==> src/rtl/isd_pkg.sv <==
// ----------------------------------------------------------------------------
// isd_pkg: shared types and constants for the irrigation dispatch unit
// Schedule entry layout, register indexes, codes, command/status bundles.
// ----------------------------------------------------------------------------
package isd_pkg;

  // Default build sizes
  localparam int DEF_SCHED_SLOTS  = 4;
  localparam int DEF_PUMP_COUNT   = 4;
  localparam int DEF_SENSOR_COUNT = 4;

  // Fixed widths
  localparam int NUM_SLOT_REGS = 4;
  localparam int SLOT_W        = 2;
  localparam int MIN_W         = 11;
  localparam int DAY_MINUTES   = 1440;
  localparam int SENSOR_MAX    = 4;
  localparam int MOIST_W       = 7;
  localparam int MSUM_W        = 9;
  localparam int PORT_W        = 8;
  localparam int MS_W          = 16;
  localparam int PPD_W         = 8;
  localparam int PROD1_W       = PORT_W + MS_W;
  localparam int RUN_W         = 32;
  localparam int CFG_W         = 54;
  localparam int CFG_IDX_W     = 3;
  localparam int PIDX_OUT_W    = 2;
  localparam int DIV_STEPS     = MIN_W;
  localparam int DIV_CNT_W     = 4;
  localparam int MEAN_SHIFT    = 12;
  localparam int MEAN_PROD_W   = MSUM_W + MEAN_SHIFT + 1;

  localparam logic [MIN_W-1:0]  LAST_MIN_NONE   = 11'd2047;
  localparam logic [MS_W-1:0]   MS_PER_PORT_RST = 16'd1000;
  localparam logic [PPD_W-1:0]  PPD_RST         = 8'd1;

  // Register indexes on the config port
  typedef enum logic [CFG_IDX_W-1:0] {
    CFG_SCHED_0,
    CFG_SCHED_1,
    CFG_SCHED_2,
    CFG_SCHED_3,
    CFG_MS_PER_PORTION,
    CFG_PORTIONS_PER_DOSE,
    CFG_PRIME_MS
  } cfg_idx_t;

  // Moisture condition codes
  typedef enum logic [1:0] {
    COND_ALWAYS,
    COND_BELOW,
    COND_ABOVE,
    COND_NEVER
  } cond_t;

  // One packed schedule slot, LSB = start minute
  typedef struct packed {
    logic [7:0]       mask;
    logic [PORT_W-1:0] portions;
    logic [7:0]       thr;
    logic             active;
    cond_t            cond;
    logic [4:0]       sensor;
    logic [MIN_W-1:0] rpt;
    logic [MIN_W-1:0] start;
  } sched_t;

  typedef enum logic [2:0] {
    ST_IDLE,
    ST_DECODE,
    ST_SLOT,
    ST_MOD,
    ST_APPLY,
    ST_MUL2,
    ST_OUT
  } state_t;

  // Controller -> datapath
  typedef struct packed {
    logic load;
    logic mark_minute;
    logic slot_next;
    logic mod_start;
    logic mod_step;
    logic fire;
    logic disp_start;
    logic mul2;
    logic emit;
  } cmd_t;

  // Datapath -> controller
  typedef struct packed {
    logic mode;
    logic minute_new;
    logic disp_ok;
    logic pre_ok;
    logic rep_zero;
    logic diff_zero;
    logic mod_last;
    logic rem_zero;
    logic slot_last;
    logic out_free;
  } sts_t;

endpackage

==> src/rtl/isd_ctrl.sv <==
// ----------------------------------------------------------------------------
// isd_ctrl: sequencer for the irrigation dispatch unit
// Walks schedule slots, runs the remainder steps and the run-time multiply.
// ----------------------------------------------------------------------------
module isd_ctrl import isd_pkg::*; (
  input  logic   clk,
  input  logic   rst_n,
  input  logic   in_valid,
  output logic   in_ready,
  input  sts_t   sts,
  output cmd_t   cmd
);

  state_t state_r, state_nxt;

  always_ff @(posedge clk) begin
    if (!rst_n) begin
      state_r <= ST_IDLE;
    end else begin
      state_r <= state_nxt;
    end
  end

  // Next state
  always_comb begin
    state_nxt = state_r;
    case (state_r)
      ST_IDLE: begin
        if (in_valid) state_nxt = ST_DECODE;
      end
      ST_DECODE: begin
        if (!sts.mode) begin
          state_nxt = sts.minute_new ? ST_SLOT : ST_IDLE;
        end else begin
          state_nxt = sts.disp_ok ? ST_MUL2 : ST_IDLE;
        end
      end
      ST_SLOT: begin
        if (!sts.pre_ok || sts.rep_zero) begin
          state_nxt = sts.slot_last ? ST_IDLE : ST_SLOT;
        end else begin
          state_nxt = ST_MOD;
        end
      end
      ST_MOD: begin
        if (sts.mod_last) state_nxt = ST_APPLY;
      end
      ST_APPLY: begin
        state_nxt = sts.slot_last ? ST_IDLE : ST_SLOT;
      end
      ST_MUL2: begin
        state_nxt = ST_OUT;
      end
      ST_OUT: begin
        if (sts.out_free) state_nxt = ST_IDLE;
      end
      default: begin
        state_nxt = ST_IDLE;
      end
    endcase
  end

  // Outputs
  always_comb begin
    cmd      = '0;
    in_ready = 1'b0;
    case (state_r)
      ST_IDLE: begin
        in_ready = 1'b1;
        cmd.load = in_valid;
      end
      ST_DECODE: begin
        if (!sts.mode) begin
          cmd.mark_minute = sts.minute_new;
        end else begin
          cmd.disp_start = sts.disp_ok;
        end
      end
      ST_SLOT: begin
        if (!sts.pre_ok) begin
          cmd.slot_next = 1'b1;
        end else if (sts.rep_zero) begin
          cmd.fire      = sts.diff_zero;
          cmd.slot_next = 1'b1;
        end else begin
          cmd.mod_start = 1'b1;
        end
      end
      ST_MOD: begin
        cmd.mod_step = 1'b1;
      end
      ST_APPLY: begin
        cmd.fire      = sts.rem_zero;
        cmd.slot_next = 1'b1;
      end
      ST_MUL2: begin
        cmd.mul2 = 1'b1;
      end
      ST_OUT: begin
        cmd.emit = sts.out_free;
      end
      default: begin
        cmd = '0;
      end
    endcase
  end

endmodule

==> src/rtl/isd_dp.sv <==
// ----------------------------------------------------------------------------
// isd_dp: datapath of the irrigation dispatch unit
// Config registers, schedule match, remainder unit, pending pumps, run time.
// ----------------------------------------------------------------------------
module isd_dp import isd_pkg::*; #(
  parameter int SCHED_SLOTS  = DEF_SCHED_SLOTS,
  parameter int PUMP_COUNT   = DEF_PUMP_COUNT,
  parameter int SENSOR_COUNT = DEF_SENSOR_COUNT
) (
  input  logic                  clk,
  input  logic                  rst_n,
  input  cmd_t                  cmd,
  output sts_t                  sts,
  input  logic                  cfg_wr_en,
  input  logic [CFG_IDX_W-1:0]  cfg_index,
  input  logic [CFG_W-1:0]      cfg_wdata,
  input  logic                  in_mode,
  input  logic [MIN_W-1:0]      in_minute_of_day,
  input  logic                  in_clock_valid,
  input  logic [MOIST_W-1:0]    in_moisture_0,
  input  logic [MOIST_W-1:0]    in_moisture_1,
  input  logic [MOIST_W-1:0]    in_moisture_2,
  input  logic [MOIST_W-1:0]    in_moisture_3,
  input  logic                  in_pumps_busy,
  input  logic                  in_power_ok,
  output logic                  out_valid,
  input  logic                  out_ready,
  output logic [PIDX_OUT_W-1:0] out_pump_index,
  output logic [RUN_W-1:0]      out_run_ms
);

  localparam int PUMP_W = (PUMP_COUNT > 1) ? $clog2(PUMP_COUNT) : 1;
  localparam int RECIP  = ((1 << MEAN_SHIFT) + SENSOR_COUNT - 1) / SENSOR_COUNT;

  // Config
  sched_t             sched_r [NUM_SLOT_REGS];
  logic [MS_W-1:0]    ms_r;
  logic [PPD_W-1:0]   ppd_r;
  logic [MS_W-1:0]    prime_r;

  always_ff @(posedge clk) begin
    if (!rst_n) begin
      for (int i = 0; i < NUM_SLOT_REGS; i++) sched_r[i] <= '0;
      ms_r    <= MS_PER_PORT_RST;
      ppd_r   <= PPD_RST;
      prime_r <= '0;
    end else if (cfg_wr_en) begin
      case (cfg_index)
        CFG_SCHED_0:           sched_r[0] <= sched_t'(cfg_wdata);
        CFG_SCHED_1:           sched_r[1] <= sched_t'(cfg_wdata);
        CFG_SCHED_2:           sched_r[2] <= sched_t'(cfg_wdata);
        CFG_SCHED_3:           sched_r[3] <= sched_t'(cfg_wdata);
        CFG_MS_PER_PORTION:    ms_r       <= cfg_wdata[MS_W-1:0];
        CFG_PORTIONS_PER_DOSE: ppd_r      <= cfg_wdata[PPD_W-1:0];
        CFG_PRIME_MS:          prime_r    <= cfg_wdata[MS_W-1:0];
        default: ;
      endcase
    end
  end

  // Captured word
  logic               mode_r, clock_valid_r, pumps_busy_r, power_ok_r;
  logic [MIN_W-1:0]   minute_r;
  logic [MOIST_W-1:0] moist_r [SENSOR_MAX];

  always_ff @(posedge clk) begin
    if (cmd.load) begin
      mode_r        <= in_mode;
      minute_r      <= in_minute_of_day;
      clock_valid_r <= in_clock_valid;
      pumps_busy_r  <= in_pumps_busy;
      power_ok_r    <= in_power_ok;
      moist_r[0]    <= in_moisture_0;
      moist_r[1]    <= in_moisture_1;
      moist_r[2]    <= in_moisture_2;
      moist_r[3]    <= in_moisture_3;
    end
  end

  // Mean moisture, multiply by reciprocal, registered
  logic [MSUM_W-1:0]      msum;
  logic [MEAN_PROD_W-1:0] mprod;
  logic [MOIST_W-1:0]     mean_nxt, mean_r;

  always_comb begin
    msum = '0;
    for (int k = 0; k < SENSOR_COUNT; k++) msum = msum + MSUM_W'(moist_r[k]);
    mprod    = MEAN_PROD_W'(msum) * MEAN_PROD_W'(RECIP);
    mean_nxt = MOIST_W'(mprod >> MEAN_SHIFT);
  end

  always_ff @(posedge clk) begin
    mean_r <= mean_nxt;
  end

  // Last minute and slot pointer
  logic [MIN_W-1:0]  last_r;
  logic [SLOT_W-1:0] slot_r;

  always_ff @(posedge clk) begin
    if (!rst_n) begin
      last_r <= LAST_MIN_NONE;
      slot_r <= '0;
    end else begin
      if (cmd.mark_minute) begin
        last_r <= minute_r;
        slot_r <= '0;
      end else if (cmd.slot_next) begin
        slot_r <= slot_r + 1'b1;
      end
    end
  end

  // Current slot match
  sched_t             cur;
  logic [MIN_W-1:0]   diff;
  logic [4:0]         sel_m1;
  logic [MOIST_W-1:0] msel;
  logic               cond_ok;

  always_comb begin
    cur    = sched_r[slot_r];
    diff   = minute_r - cur.start;
    sel_m1 = cur.sensor - 5'd1;
    msel   = (cur.sensor == 5'd0) ? mean_r : moist_r[sel_m1[1:0]];
    case (cur.cond)
      COND_ALWAYS: cond_ok = 1'b1;
      COND_BELOW:  cond_ok = (cur.sensor <= 5'(SENSOR_COUNT)) && ({1'b0, msel} < cur.thr);
      COND_ABOVE:  cond_ok = (cur.sensor <= 5'(SENSOR_COUNT)) && ({1'b0, msel} > cur.thr);
      COND_NEVER:  cond_ok = 1'b0;
      default:     cond_ok = 1'b0;
    endcase
  end

  // Remainder unit: restoring, one quotient bit per cycle
  logic [MIN_W-1:0]     rem_r, dvd_r;
  logic [DIV_CNT_W-1:0] cnt_r;
  logic [MIN_W:0]       rtrial;

  assign rtrial = {rem_r, dvd_r[MIN_W-1]};

  always_ff @(posedge clk) begin
    if (cmd.mod_start) begin
      rem_r <= '0;
      dvd_r <= diff;
      cnt_r <= '0;
    end else if (cmd.mod_step) begin
      if (rtrial >= {1'b0, cur.rpt}) begin
        rem_r <= MIN_W'(rtrial - {1'b0, cur.rpt});
      end else begin
        rem_r <= rtrial[MIN_W-1:0];
      end
      dvd_r <= {dvd_r[MIN_W-2:0], 1'b0};
      cnt_r <= cnt_r + 1'b1;
    end
  end

  // Pending pumps
  logic              pend_r [PUMP_COUNT];
  logic [PORT_W-1:0] port_r [PUMP_COUNT];
  logic [PUMP_W-1:0] first;
  logic              any_pend;

  always_comb begin
    first    = '0;
    any_pend = 1'b0;
    for (int i = PUMP_COUNT - 1; i >= 0; i--) begin
      if (pend_r[i]) begin
        first    = PUMP_W'(i);
        any_pend = 1'b1;
      end
    end
  end

  always_ff @(posedge clk) begin
    if (!rst_n) begin
      for (int i = 0; i < PUMP_COUNT; i++) begin
        pend_r[i] <= 1'b0;
        port_r[i] <= '0;
      end
    end else if (cmd.fire) begin
      for (int i = 0; i < PUMP_COUNT; i++) begin
        if (cur.mask[i]) begin
          pend_r[i] <= 1'b1;
          port_r[i] <= cur.portions;
        end
      end
    end else if (cmd.disp_start) begin
      pend_r[first] <= 1'b0;
    end
  end

  // Run time: two registered multiplies, then saturating add
  logic [PORT_W-1:0]  nclamp;
  logic [PUMP_W-1:0]  pidx_r;
  logic [PROD1_W-1:0] prod1_r;
  logic [RUN_W-1:0]   prod2_r;
  logic [RUN_W:0]     run_sum;

  assign nclamp  = (port_r[first] == '0) ? PORT_W'(1) : port_r[first];
  assign run_sum = {1'b0, prod2_r} + (RUN_W + 1)'(prime_r);

  always_ff @(posedge clk) begin
    if (cmd.disp_start) begin
      pidx_r  <= first;
      prod1_r <= PROD1_W'(nclamp) * PROD1_W'(ms_r);
    end
    if (cmd.mul2) begin
      prod2_r <= RUN_W'(prod1_r) * RUN_W'(ppd_r);
    end
  end

  // Output register
  logic                  out_valid_r;
  logic [PIDX_OUT_W-1:0] out_pidx_r;
  logic [RUN_W-1:0]      out_run_r;

  always_ff @(posedge clk) begin
    if (!rst_n) begin
      out_valid_r <= 1'b0;
    end else if (cmd.emit) begin
      out_valid_r <= 1'b1;
    end else if (out_ready) begin
      out_valid_r <= 1'b0;
    end
  end

  always_ff @(posedge clk) begin
    if (cmd.emit) begin
      out_pidx_r <= PIDX_OUT_W'(pidx_r);
      out_run_r  <= run_sum[RUN_W] ? '1 : run_sum[RUN_W-1:0];
    end
  end

  assign out_valid      = out_valid_r;
  assign out_pump_index = out_pidx_r;
  assign out_run_ms     = out_run_r;

  // Status
  always_comb begin
    sts            = '0;
    sts.mode       = mode_r;
    sts.minute_new = clock_valid_r && (minute_r != last_r);
    sts.disp_ok    = power_ok_r && !pumps_busy_r && any_pend;
    sts.pre_ok     = cur.active && (minute_r >= cur.start) &&
                     (diff < MIN_W'(DAY_MINUTES)) && cond_ok;
    sts.rep_zero   = (cur.rpt == '0);
    sts.diff_zero  = (diff == '0);
    sts.mod_last   = (cnt_r == DIV_CNT_W'(DIV_STEPS - 1));
    sts.rem_zero   = (rem_r == '0);
    sts.slot_last  = (slot_r == SLOT_W'(SCHED_SLOTS - 1));
    sts.out_free   = !out_valid_r || out_ready;
  end

endmodule

==> src/rtl/irrigation_schedule_dispatch_unit.sv <==
// ----------------------------------------------------------------------------
// irrigation_schedule_dispatch_unit: schedule check and pump dispatch
// Top level: sequencer plus datapath.
// ----------------------------------------------------------------------------
// Usage:
//  - Input channel (in_valid/in_ready) carries one word per event. mode 0 is
//    a minute tick: it walks the schedule slots and marks pumps pending.
//    mode 1 is a dispatch check: it starts the lowest pending pump.
//  - Output channel (out_valid/out_ready) carries pump_index and run_ms,
//    only for a dispatch that starts a pump. Minute ticks give no word.
//  - Config port: cfg_wr_en writes cfg_wdata to register cfg_index at once.
//    Write only while idle. Unknown indexes are dropped.
//  - Timing: one word at a time. A minute tick walks the slots in turn; a
//    slot that is inactive, does not match or has a zero repeat is settled in
//    its slot state, else it runs an 11-step bit-serial remainder of the
//    minute distance by the repeat period. A dispatch runs decode with the
//    first multiply, then the second multiply, then the saturating add to
//    the output register.
//  - Stall: a waiting result sits in the output register; new words are
//    taken meanwhile, and only a second dispatch result waits for room.
//  - Reset (rst_n low, synchronous): registers to defaults, no pump
//    pending, no minute seen, output empty.
// ----------------------------------------------------------------------------
module irrigation_schedule_dispatch_unit import isd_pkg::*; #(
  parameter int SCHED_SLOTS  = DEF_SCHED_SLOTS,
  parameter int PUMP_COUNT   = DEF_PUMP_COUNT,
  parameter int SENSOR_COUNT = DEF_SENSOR_COUNT
) (
  input  logic                  clk,
  input  logic                  rst_n,
  // config port
  input  logic                  cfg_wr_en,
  input  logic [CFG_IDX_W-1:0]  cfg_index,
  input  logic [CFG_W-1:0]      cfg_wdata,
  // input channel
  input  logic                  in_valid,
  output logic                  in_ready,
  input  logic                  in_mode,
  input  logic [MIN_W-1:0]      in_minute_of_day,
  input  logic                  in_clock_valid,
  input  logic [MOIST_W-1:0]    in_moisture_0,
  input  logic [MOIST_W-1:0]    in_moisture_1,
  input  logic [MOIST_W-1:0]    in_moisture_2,
  input  logic [MOIST_W-1:0]    in_moisture_3,
  input  logic                  in_pumps_busy,
  input  logic                  in_power_ok,
  // result channel
  output logic                  out_valid,
  input  logic                  out_ready,
  output logic [PIDX_OUT_W-1:0] out_pump_index,
  output logic [RUN_W-1:0]      out_run_ms
);

  cmd_t cmd;
  sts_t sts;

  // Sequencer: slot walk, remainder steps, dispatch multiply
  isd_ctrl u_ctrl (
    .clk      (clk),
    .rst_n    (rst_n),
    .in_valid (in_valid),
    .in_ready (in_ready),
    .sts      (sts),
    .cmd      (cmd)
  );

  // Datapath: config, match logic, pending pumps, run time, output register
  isd_dp #(
    .SCHED_SLOTS  (SCHED_SLOTS),
    .PUMP_COUNT   (PUMP_COUNT),
    .SENSOR_COUNT (SENSOR_COUNT)
  ) u_dp (
    .clk              (clk),
    .rst_n            (rst_n),
    .cmd              (cmd),
    .sts              (sts),
    .cfg_wr_en        (cfg_wr_en),
    .cfg_index        (cfg_index),
    .cfg_wdata        (cfg_wdata),
    .in_mode          (in_mode),
    .in_minute_of_day (in_minute_of_day),
    .in_clock_valid   (in_clock_valid),
    .in_moisture_0    (in_moisture_0),
    .in_moisture_1    (in_moisture_1),
    .in_moisture_2    (in_moisture_2),
    .in_moisture_3    (in_moisture_3),
    .in_pumps_busy    (in_pumps_busy),
    .in_power_ok      (in_power_ok),
    .out_valid        (out_valid),
    .out_ready        (out_ready),
    .out_pump_index   (out_pump_index),
    .out_run_ms       (out_run_ms)
  );

  // A result is only loaded when the output register has room
  a_emit_room: assert property (@(posedge clk) disable iff (!rst_n)
    cmd.emit |-> (!out_valid || out_ready))
    else $error("result loaded over an untaken word");

  // Output valid only rises from a load
  a_valid_src: assert property (@(posedge clk) disable iff (!rst_n)
    $rose(out_valid) |-> $past(cmd.emit))
    else $error("output valid rose without a load");

  // Remainder unit, once started, steps in the next cycle
  a_mod_run: assert property (@(posedge clk) disable iff (!rst_n)
    cmd.mod_start |=> cmd.mod_step)
    else $error("remainder unit started but not stepped");

endmodule

==> config.mk <==
export PLATFORM = sky130hd
export DESIGN_NAME = irrigation_schedule_dispatch_unit
export DESIGN_NICKNAME = d
export VERILOG_FILES = /design/src/rtl/isd_pkg.sv /design/src/rtl/isd_ctrl.sv /design/src/rtl/isd_dp.sv /design/src/rtl/irrigation_schedule_dispatch_unit.sv
export SDC_FILE = /design/constraint.sdc
export NUM_CORES = 1
export LEC_CHECK = 0
export ABC_AREA = 0
export BUFFER_PORTS_ARGS = -buffer_cell sky130_fd_sc_hd__buf_2
export CAP_MARGIN = 20
export CORE_ASPECT_RATIO = 1.1
export CORE_MARGIN = 2
export CORE_UTILIZATION = 35
export DETAILED_ROUTE_END_ITERATION = 16
export PLACE_DENSITY_LB_ADDON = 0.12
export SLEW_MARGIN = 20
export SYNTH_ARGS = -nofsm -noshare
export SYNTH_HDL_FRONTEND = slang
export SYNTH_SLANG_ARGS = --single-unit
==> constraint.sdc <==
create_clock -name clk -period 7.6 [get_ports clk]
set_input_delay 1.52 -clock clk [delete_from_list [all_inputs] [get_ports clk]]
set_output_delay 1.52 -clock clk [all_outputs]
set_load 0.02 [all_outputs]
## Word level (Yosys, flattened, before mapping)

Memories as Yosys holds them, arrays and structs flattened. A register that Yosys moved wholly into a read port is not among the register bits.
Cells that the tools add are included.

| cells by class | value |
|---|---|
| add/sub/neg operators | 9 |
| multiply operators | 2 |
| eq/ne operators | 21 |
| $lt $le $gt $ge | 6 |
| multiplexer cells | 99 |
| bitwise operators | 13 |
| reductions and logical operators | 29 |

Operators with widths:

| cell | count |
|---|---|
| 54-bit 2-to-1 mux | 4 |
| 1-bit 2-to-1 mux | 67 |
| 8-bit 2-to-1 mux | 5 |
| 32-bit by 16-bit adder with 33-bit output | 1 |
| 11-bit zero test | 3 |
| 11-bit 2-to-1 mux | 3 |
| 24-bit by 8-bit multiplier with 32-bit output | 1 |
| 8-bit by 16-bit multiplier with 24-bit output | 1 |
| 11-bit subtractor | 2 |
| 3-bit one-hot mux with 7 select lines | 1 |
| 9-bit by 7-bit adder with 9-bit output | 2 |
| 3-bit == test, second input constant | 6 |
| 2-bit 2-to-1 mux | 9 |
| 3-bit 2-to-1 mux | 6 |
| 3-bit by 2-bit == test with 1-bit output, second input constant | 4 |
| 12-bit by 11-bit greater-or-equal comparator with 1-bit output | 1 |
| 1-bit bitwise OR | 12 |
| 11-bit greater-or-equal comparator | 1 |
| 11-bit less-than comparator, second input constant | 1 |
| 11-bit inequality test | 1 |
| 7-bit by 7-bit adder with 8-bit output | 1 |
| 7-bit by 8-bit > comparator with 1-bit output | 1 |
| 1-bit logical AND | 8 |
| 8-bit zero test | 1 |
| other kinds (25) | 37 |

| word-level totals | value |
|---|---|
| register bits after elaboration | 197 |
| input bits | 105 |
| RAM bits | 280 |
| word-level logic and storage cells | 204 |
| memories kept | 4 |
| output and inout bits | 36 |

Memory list:

| memory | depth | width | read ports | clocked after Yosys merged registers in | write ports | line | text |
|---|---|---|---|---|---|---|---|
| u_dp.sched_r | 4 | 54 | 1 | 1 | 4 | isd_dp.sv:36 | `sched_t sched_r [NUM_SLOT_REGS];` |
| u_dp.port_r | 4 | 8 | 1 | 0 | 4 | isd_dp.sv:160 | `logic [PORT_W-1:0] port_r [PUMP_COUNT];` |
| u_dp.moist_r | 4 | 7 | 5 | 0 | 4 | isd_dp.sv:64 | `logic [MOIST_W-1:0] moist_r [SENSOR_MAX];` |
| u_dp.pend_r | 4 | 1 | 4 | 0 | 4 | isd_dp.sv:159 | `logic pend_r [PUMP_COUNT];` |

## Logic depth before layout (Yosys ltp)

Gate-level depths: netlist of the first run.
An unclocked memory read counts as a cell.

| logic depth | value |
|---|---|
| word-level depth | 14 |
| mapped depth | 24 |
| mapped depth without buffers | 23 |

## Modules after synthesis

From an unflattened synthesis of the first run, not the netlist that was laid out.

| second synthesis, totals | value |
|---|---|
| cell total of the unflattened synthesis | 2738 |
| area, all modules | 31206.2 um^2 |

By module, submodules not included:

| module | cells an instance | times used | sequential area each (um^2) | area each (um^2) |
|---|---|---|---|---|
| isd_dp | 2690 | 1 | 12992.5 | 30890.9 |
| isd_ctrl | 48 | 1 | 60.1 | 315.3 |

## Least setup slack after synthesis of the first run

OpenSTA, ideal clock, no wires.

| timing path | value |
|---|---|
| path type | register to register |
| start | mem u_dp.pend_r[2] |
| end | reg u_dp.prod1_r[23], data pin |
| setup time | 260 ps |
| cell stages (with the launch flop) | 24 |
| setup slack | 1377 ps |
| required time | 7340 ps |
| data arrival time | 5963 ps |
| path buffers | 1 |
| period minus slack after synthesis | 6223 ps |
| path through | dfxtp_1 -> inv_2 -> a21oi_1 -> nor2_1 -> mux2_1 -> o21ai_0 -> a21oi_1 -> clkbuf_1 -> nand2_1 -> fa_1 -> fa_1 -> inv_1 -> fa_1 -> inv_1 -> fa_1 -> inv_1 -> ha_1 -> or3_1 -> o221ai_1 -> a21oi_1 -> o41ai_1 -> o31ai_1 -> o22ai_1 -> xnor2_1 |

RTL lines:

| item | line | text |
|---|---|---|
| start: declaration | isd_dp.sv:159 |  |
| end signal: assignment | isd_dp.sv:206 | `prod1_r <= PROD1_W'(nclamp) * PROD1_W'(ms_r);` |
| end: declaration | isd_dp.sv:196 | `logic [PROD1_W-1:0] prod1_r;` |

==> results.toml, run 1 <==
[status]
status = "finished, final reports clean"

[drt]
drt-wirelength-per-cell_um = 19.0
via_count = 20700
drtPass1Iterations = 6
routed_via_density = 4.98
antenna_left = 0
wl_um = 79000
drt_first_iter_violations = 1203
drc = 0

[timing]
fin_tns_setup_ps = 0
fin_skew_ps = 53.6
rsz0062_at_grt = "no"
setup-violations-final = 0
finalCriticalPeriod_ps = 6500
fin_crit_sh = 0.856
worstMarginPinSlew_ps = 1020
maxSlewHeadroom = 0.318
max_freq_ghz = 0.154
maxSlewViolCount = 0
hold_viol = 0

[critical_path]
crit_top_cell = "fa_1"
path_class = "flop to flop"
worstPathRequired_ps = 7940
critPathCaptureType = "flop"
cp_max_fo = 17
crit_family = "adder cells"
crit_chain = "nor2_1 -> nor3_2 -> buf_4 -> mux4_2 -> nor2_1 -> nand2_1 -> o21ba_2 -> nor2b_1 -> fa_1 -> fa_1 -> inv_1 -> fa_1 -> inv_1 -> ha_1 -> a21o_1 -> a21o_1 -> or3_1 -> a41o_1 -> nand3_1 -> o221ai_1 -> o41ai_1 -> xnor2_1"
max_stage_delay_ps = 700
cp-start-kind = "flop"
arrival_ps = 6840
critPathSlowestCell = "mux4_2"
crit_buf_inv = 3

[global_route]
grtUsageTotal = 0.175
grt_pass1_vias = 21700
grt_max_degree = 51
grt_pass1_wl_um = 126000
gr-total-overflow = 0
antenna_found_initial = 7

[pwr]
power.leakage_nw = 14.1
intPower_w = 0.00507
p_per_area_nw_per_um2 = 196
irDropWorstVdd_mv = 0.183
power_frac_clock = 0.396
switching_share = 0.268
p_total_w = 0.00692
combPwrFrac = 0.175
pwr-share-seq = 0.430
switching_power_w = 0.00185

[synth]
netlist_top_cells_area = "edfxtp_1 (36%), fa_1 (15%), and2_1 (7.2%), ha_1 (6.4%), dfxtp_1 (5.4%)"
synth_top_cell_area_share = 0.362
synthArstFlopShare = 0
synth_cell_types = 74
netlist_area_um2 = 31300
synth_fp_nets = 3326
postSynthCellCount = 2833
synth_flop_cell = "edfxtp_1"
synth_largest_area_cell = "edfxtp_1"
synth-edff-count = 378
yosysWarningCount = 0
ys_seq_elements = 463
syn_avg_cell_area_um2 = 11.1
ys_seq_area_frac = 0.416

[placement]
io_buffers = 136
place.gp.congestion = 0.846
postPlaceCellArea_um2 = 33300
dp_hpwl_um = 57200

[clock_network]
htreeDepth = 2
clockRootBuffer = "clkbuf_16"
post-cts-setup-buffers = 0
clk_latency_ps = 640
cts_buffers = 53
hold_buffers = 0
cts_resized = 0
clkTransAtPathRegs_ps = 60
cts_tree = "done"
cts_buffer_depth = 3
cts_sinks = 463

[floorplan]
initial_core_util = 0.352
core-area_um2 = 89100
rows = 115
die-area_um2 = 92000
die_w_um = 289
pin_count = 141
fp.dieH_um = 318

[layout]
final_cell_mix = "edfxtp_1 (378), and2_1 (358), nand2_1 (350), inv_1 (323), fa_1 (227)"
final_nets = 3439
final_layout_size_suffix_gt1_frac = 0.118
final_area_um2 = 35300
final_common_cell = "edfxtp_1"
areaGrowthSynthToFinish_pct = 12.6

[worst_hold_path]
hp-class = "flop to flop"

[job]
max-cap-violations = 0
-- cell usage after synthesis, types with 32 or more instances --
cell      number
edfxtp_1     378
and2_1       359
nand2_1      350
inv_1        323
fa_1         227
ha_1         161
a21oi_1      113
clkbuf_1      85
dfxtp_1       85
nor2_1        79
xnor2_1       67
nor3_1        56
mux4_2        54
o21ai_0       45
mux2i_1       36
nor2b_1       35
xor2_1        32
-- worst reg2reg max path, stage by stage, from the launching register on --
cell and delay, ps:
dfxtp_1 420, nor2_1 130, nor3_2 380, buf_4 250, mux4_2 700, nor2_1 160, nand2_1 60, o21ba_2 340
nor2b_1 200, fa_1 440, fa_1 490, inv_1 50, fa_1 550, inv_1 50, ha_1 360, a21o_1 180
a21o_1 180, or3_1 300, a41o_1 260, nand3_1 90, o221ai_1 140, o41ai_1 330, xnor2_1 120
-- power by group through the flow --
stage	clock network [W]	registers [W]	logic, W
floorplan	0	0.00300	0.000897
global placement	0	0.00302	0.00120
detailed placement	0	0.00303	0.00122
CTS	0.00281	0.00297	0.00123
global route	0.00291	0.00299	0.00138
finish	0.00274	0.00297	0.00121
-- registers in the layout, indices dropped and copies added, names as in the netlist, 8 cells and up, named ones only --
| name | cells |
|---|---|
| u_dp.port_r | 32 |
| u_dp.last_r | 11 |
| u_dp.out_run_ms | 32 |
| u_dp.dvd_r | 11 |
| u_dp.prod1_r | 24 |
| u_dp.rem_r | 11 |
| u_dp.prod2_r | 32 |
| u_dp.ms_r | 16 |
| u_dp.sched_r | 200 |
| u_dp.moist_r | 28 |
| u_dp.ppd_r | 8 |
| u_dp.prime_r | 16 |
| u_dp.minute_r | 11 |
-- worst paths after layout --
| check | from | cells after the start | end | slack, ps |
|---|---|---|---|---|
| max | u_dp.pend_r[3] | 22 | u_dp.prod1_r[22] | 1100 |
| min | u_dp.pidx_r[1] | 0 | u_dp.out_pump_index[1] | 420 |
| max reg2reg | u_dp.pend_r[3] | 22 | u_dp.prod1_r[22] | 1100 |
| min reg2reg | u_dp.pidx_r[1] | 0 | u_dp.out_pump_index[1] | 420 |
-- cell type report --
type	count	area, µm²
Antenna cell	2	5.00
Clock buffer	69	1410
Clock inverter	30	474
Fill cell	8624	53800
Inverter	325	1220
Multi-Input combinational cell	1939	16700
Sequential cell	463	13100
Tap cell	1170	1460
Timing Repair Buffer	164	923
-- kinds of logic (layout without fill, tap and decap cells) --
family                     count (synthesis)  in the layout  share of synthesized area
adders and majority gates                388            388                      0.209
buffers and inverters                    431            588                     0.0529
other                                      0              2                          0
and+or+nand+nor                         1010           1010                      0.167
muxes                                    112            112                     0.0582
xor gates and xnor gates                  99             99                     0.0277
DFF                                      463            463                      0.416
AOI/OAI and AO/OA                        330            330                     0.0680
-- metal layers --
layer  GRT usage  wire, µm  part of all wire
met1       0.243     36500              0.46
met2       0.290     37300              0.47
met3      0.0235      3380             0.043
met4      0.0424      1700             0.022
met5           0        52           0.00066
-- metrics by stage --
| step | worst slack, ps | util | instances | hold WS (ps) |
|---|---|---|---|---|
| final | 1100 | 0.396 | 4162 | 419 |
| after global routing | 578 | 0.396 | 4160 | 447 |
| after CTS | 1010 | 0.396 | 4158 | 419 |
| after detailed placement | 1090 | 0.374 | 4059 | 405 |
| after global placement | 1070 | 0.374 | 4059 | 408 |
| after floorplan | 1380 | - | 2833 | 400 |
(Power assumes the default switching activity.)
==> run 2: changes to the inputs <==
- MAX_ROUTING_LAYER: unset -> met4
==> run 2 against run 1 <==
Worst hold slack barely moved. Clock skew hardly changed. Power about the same.
==> results.toml, run 2 (same netlist as run 1, synthesis figures left out) <==
[status]
status = "finished, final reports clean"

[worst_hold_path]
hp-class = "flop to flop"
holdCritStartpoint = "u_dp.pidx_r[1]"
min_to = "u_dp.out_pump_index[1]"
worstHoldPathCells = 0

[floorplan]
die_w_um = 289
initial_core_util = 0.352
core-area_um2 = 89100
rows = 115
fp.dieH_um = 318
die-area_um2 = 92000
pin_count = 141

[critical_path]
cp_max_fo = 17
worstPathRequired_ps = 7940
max_stage_delay_ps = 550
arrival_ps = 6850
critPathCaptureType = "flop"
crit_chain = "nor2_1 -> nor3_2 -> buf_4 -> mux4_2 -> nor4_1 -> nand2_1 -> o21ba_2 -> nor2b_1 -> fa_1 -> fa_1 -> inv_1 -> fa_1 -> inv_1 -> ha_1 -> a21o_1 -> a21o_1 -> or3_1 -> a41o_1 -> nand3_1 -> o221ai_1 -> o41ai_1 -> xnor2_1"
path_class = "flop to flop"
cp-startpoint = "u_dp.pend_r[3]"
crit_top_cell = "fa_1"
critPathSlowestCell = "fa_1"
r2r_end = "u_dp.prod1_r[22]"
reg2reg_slack_ps = 1090
reg2reg_depth = 22
cp-start-kind = "flop"
r2r_start = "u_dp.pend_r[3]"

[timing]
maxSlewViolCount = 0
hold_viol = 0
worstMarginPinSlew_ps = 1050
finalCriticalPeriod_ps = 6510
fin_tns_setup_ps = 0
fin_skew_ps = 54.0
max_freq_ghz = 0.154
maxSlewHeadroom = 0.298
rsz0062_at_grt = "no"
fin_crit_sh = 0.857
setup-violations-final = 0

[layout]
final_cell_mix = "edfxtp_1 (378), and2_1 (358), nand2_1 (350), inv_1 (323), fa_1 (227)"
final_common_cell = "edfxtp_1"
final_layout_size_suffix_gt1_frac = 0.118
areaGrowthSynthToFinish_pct = 12.7
final_core_util = 0.396
final_area_um2 = 35300
largest_reg_flops = 200
top_register = "u_dp.sched_r"
final_nets = 3439

[job]
max-cap-violations = 0

[drt]
via_count = 20700
drtPass1Iterations = 5
wl_um = 78900
drt_first_iter_violations = 1247
drc = 0
drt-wirelength-per-cell_um = 18.9
routed_via_density = 4.97
antenna_left = 0

[global_route]
grt_pass1_wl_um = 126000
grt_max_degree = 51
gr-total-overflow = 0
grtUsageTotal = 0.180
grt_pass1_vias = 21700
antenna_found_initial = 7

[clock_network]
htreeDepth = 2
cts_resized = 0
hold_buffers = 0
clk_latency_ps = 640
cts_buffer_depth = 3
cts_buffers = 53
clkTransAtPathRegs_ps = 60
clockRootBuffer = "clkbuf_16"
cts_sinks = 463
post-cts-setup-buffers = 0
cts_tree = "done"

[placement]
postPlaceCellArea_um2 = 33300
place.gp.congestion = 0.859
dp_hpwl_um = 57200
io_buffers = 136

[pwr]
switching_share = 0.268
intPower_w = 0.00507
power_frac_clock = 0.396
p_per_area_nw_per_um2 = 196
combPwrFrac = 0.175
pwr-share-seq = 0.430
switching_power_w = 0.00186
power.leakage_nw = 14.1
irDropWorstVdd_mv = 0.183
## run 2: metal layers
layer / share of wire / wire [µm] / track usage / vias to the layer above
met1: 0.47 / 36800 / 0.243 / 10400
met2: 0.47 / 37400 / 0.289 / 358
met4: 0.020 / 1560 / 0.0417 / 0
li1: - / - / - / 9839
met3: 0.041 / 3250 / 0.0235 / 90
met5: 0 / 0 / - / -
## run 2: worst max-delay path: cells and delay by family (launching register included)
family                   cells  cell delay [ps]
AO/OA/AOI/OAI                6             1440
XOR/XNOR                     1              120
adder cells (fa/ha/maj)      4             1840
buffers and inverters        3              350
flip-flops                   1              420
multiplexers                 1              530
AND/OR/NAND/NOR              7             1480
## run 2: worst max path at each step
stage	to	cells past startpoint	slack, ps
after floorplan	u_dp.prod1_r[23]	23	1380
after global placement	u_dp.prod1_r[22]	21	1070
after detailed placement	u_dp.prod1_r[22]	22	1090
after CTS	u_dp.prod1_r[22]	22	1010
after global routing	u_dp.prod1_r[23]	23	580
final	u_dp.prod1_r[22]	22	1090
## run 2: layout make-up
cell class | instances | area [µm²]
Multi-Input combinational cell | 1939 | 16700
Inverter | 325 | 1220
Fill cell | 8621 | 53800
Sequential cell | 463 | 13100
Timing Repair Buffer | 164 | 923
Tap cell | 1170 | 1460
Antenna cell | 7 | 17.5
Clock buffer | 69 | 1410
Clock inverter | 30 | 474
## run 2: power by group through the flow
stage | clock network, W | logic [W] | registers, W
after CTS | 0.00281 | 0.00123 | 0.00297
after floorplan | 0 | 0.000897 | 0.00300
after global placement | 0 | 0.00120 | 0.00302
final | 0.00274 | 0.00121 | 0.00297
after global routing | 0.00291 | 0.00138 | 0.00299
after detailed placement | 0 | 0.00122 | 0.00303
## run 2: stage by stage
| step | power [W] | std cells | hold slack [ps] | setup WS (ps) |
|---|---|---|---|---|
| 2_1_floorplan | 0.00390 | 2833 | 400 | 1380 |
| 3_3_place_gp | 0.00422 | 4059 | 408 | 1070 |
| 3_5_place_dp | 0.00425 | 4059 | 405 | 1090 |
| 4_1_cts | 0.00701 | 4158 | 419 | 1010 |
| 5_1_grt | 0.00728 | 4165 | 447 | 578 |
| 6_report | 0.00692 | 4167 | 419 | 1090 |
==> run 3: changes to the inputs <==
- PLACE_DENSITY_LB_ADDON: 0.12 -> unset
==> run 3 against run 2 <==
Clock skew fell by 35 ps. Global-route usage fell by 1.5 points. Non-clock buffer count fell by 3. Flip-flop and latch count did not move. Sequential power barely moved. Combinational power fell by 4%. Critical path type unchanged. Critical endpoint is now u_dp.prod1_r[20].
==> results.toml, run 3 (same netlist as run 1, synthesis figures left out) <==
[clock_network]
clk_latency_ps = 610
cts_resized = 0
cts_buffer_depth = 3
cts_tree = "done"
hold_buffers = 0
cts_buffers = 47
post-cts-setup-buffers = 0
clkTransAtPathRegs_ps = 60
clockRootBuffer = "clkbuf_16"
cts_sinks = 463
htreeDepth = 2

[timing]
setup_slack_ps = 1250
setup-violations-final = 0
maxSlewHeadroom = 0.267
maxSlewViolCount = 0
fin_tns_setup_ps = 0
fin_skew_ps = 18.6
hold_viol = 0
finalCriticalPeriod_ps = 6350
worstMarginPinSlew_ps = 1100
fin_crit_sh = 0.835
rsz0062_at_grt = "no"
max_freq_ghz = 0.158

[critical_path]
cp_max_fo = 17
crit_buf_inv = 3
critPathCaptureType = "flop"
crit_top_cell = "fa_1"
worstPathRequired_ps = 7960
cp-start-kind = "flop"
r2r_end = "u_dp.prod1_r[20]"
crit_family = "adder cells"
max_stage_delay_ps = 720
reg2reg_slack_ps = 1250
arrival_ps = 6700
crit_cells = 22
reg2reg_depth = 22
path_class = "flop to flop"
r2r_start = "u_dp.pend_r[3]"
critPathSlowestCell = "mux4_2"
crit_chain = "nor2_1 -> nor3_2 -> buf_4 -> mux4_2 -> nor4_1 -> nand2_1 -> o21ba_2 -> nor2b_1 -> fa_1 -> fa_1 -> inv_1 -> fa_1 -> inv_1 -> ha_1 -> a21o_1 -> a21o_1 -> or3_1 -> a41o_1 -> nand3_1 -> o221ai_1 -> or2_2 -> xor2_1"

[drt]
drt-wirelength-per-cell_um = 17.3
routed_via_density = 4.95
drc = 0
drt_first_iter_violations = 1198
drtPass1Iterations = 5
wl_um = 71800
antenna_left = 0
via_count = 20600

[floorplan]
rows = 115
die-area_um2 = 92000
core-area_um2 = 89100
fp.dieH_um = 318
pin_count = 141
initial_core_util = 0.352
die_w_um = 289

[pwr]
power_frac_clock = 0.362
intPower_w = 0.00473
power.leakage_nw = 13.9
switching_power_w = 0.00175
irDropWorstVdd_mv = 0.184
combPwrFrac = 0.179
switching_share = 0.270
pwr-share-seq = 0.459
p_per_area_nw_per_um2 = 185

[layout]
final_cell_mix = "edfxtp_1 (378), and2_1 (358), nand2_1 (350), inv_1 (323), fa_1 (227)"
final_layout_size_suffix_gt1_frac = 0.114
areaGrowthSynthToFinish_pct = 11.5
final_common_cell = "edfxtp_1"
largest_reg_flops = 200
final_nets = 3430
top_register = "u_dp.sched_r"
final_area_um2 = 34900
fillers = 8490

[placement]
postPlaceCellArea_um2 = 33400
dp_hpwl_um = 51000
pre_cts_slack_ps = 1270
place.gp.congestion = 0.847
io_buffers = 136

[worst_hold_path]
hp-class = "flop to flop"
min_to = "u_dp.out_pump_index[0]"
worstHoldPathCells = 0
holdCritStartpoint = "u_dp.pidx_r[0]"

[global_route]
antenna_found_initial = 9
grt_pass1_wl_um = 117000
gr-total-overflow = 0
grt_max_degree = 51
grt_pass1_vias = 21300
grtUsageTotal = 0.165

[status]
status = "finished, final reports clean"

[job]
max-cap-violations = 0
run 3: cell types whose count changed in the layout (fill, tap and decap cells not counted), moves of 2 or more:
cell       before  now
buf_4          26   24
bufinv_16      10    2
clkbuf_1       14    9
clkbuf_16      53   49
clkbuf_8        2    7
clkinv_1        5    7
clkinv_2        7    4
diode_2         7   14
run 3: power groups by stage:
| stage | Clock, W | Combinational (W) | Sequential, W |
|---|---|---|---|
| 2_1_floorplan | 0 | 0.000897 | 0.00300 |
| 3_3_place_gp | 0 | 0.00116 | 0.00302 |
| 3_5_place_dp | 0 | 0.00117 | 0.00303 |
| 4_1_cts | 0.00241 | 0.00118 | 0.00297 |
| 5_1_grt | 0.00250 | 0.00133 | 0.00299 |
| 6_report | 0.00234 | 0.00116 | 0.00297 |
run 3: through the flow:
| stage | util | hold slack (ps) | total power, W | instances |
|---|---|---|---|---|
| global route | 0.392 | 433 | 0.00681 | 4150 |
| global placement | 0.374 | 405 | 0.00418 | 4057 |
| CTS | 0.392 | 417 | 0.00656 | 4144 |
| detailed placement | 0.374 | 410 | 0.00420 | 4058 |
| floorplan | - | 400 | 0.00390 | 2833 |
| finish | 0.392 | 416 | 0.00648 | 4158 |
run 3: layout make-up:
class                   count  area (µm²)  area share
diodes                     14        35.0     0.00100
clock buffers              65        1360      0.0388
clock inverters            21         205     0.00587
inverters                 325        1220      0.0349
multi-input cells        1939       16700       0.479
flip-flops and latches    463       13100       0.374
well taps                1170        1460      0.0419
repair buffers            161         881      0.0252
run 3: how the worst max path moves through the flow:
stage                        start          endpoint
floorplan           u_dp.pend_r[2]  u_dp.prod1_r[23]
global placement    u_dp.pend_r[3]  u_dp.prod1_r[22]
detailed placement  u_dp.pend_r[3]  u_dp.prod1_r[20]
CTS                 u_dp.pend_r[3]  u_dp.prod1_r[20]
global route        u_dp.pend_r[3]  u_dp.prod1_r[23]
finish              u_dp.pend_r[3]  u_dp.prod1_r[20]
run 3: metal layers:
metal	share of wire	global-route usage
met1	0.43	0.208
met3	0.044	0.0214
met4	0.024	0.0465
met5	0	-
met2	0.50	0.277
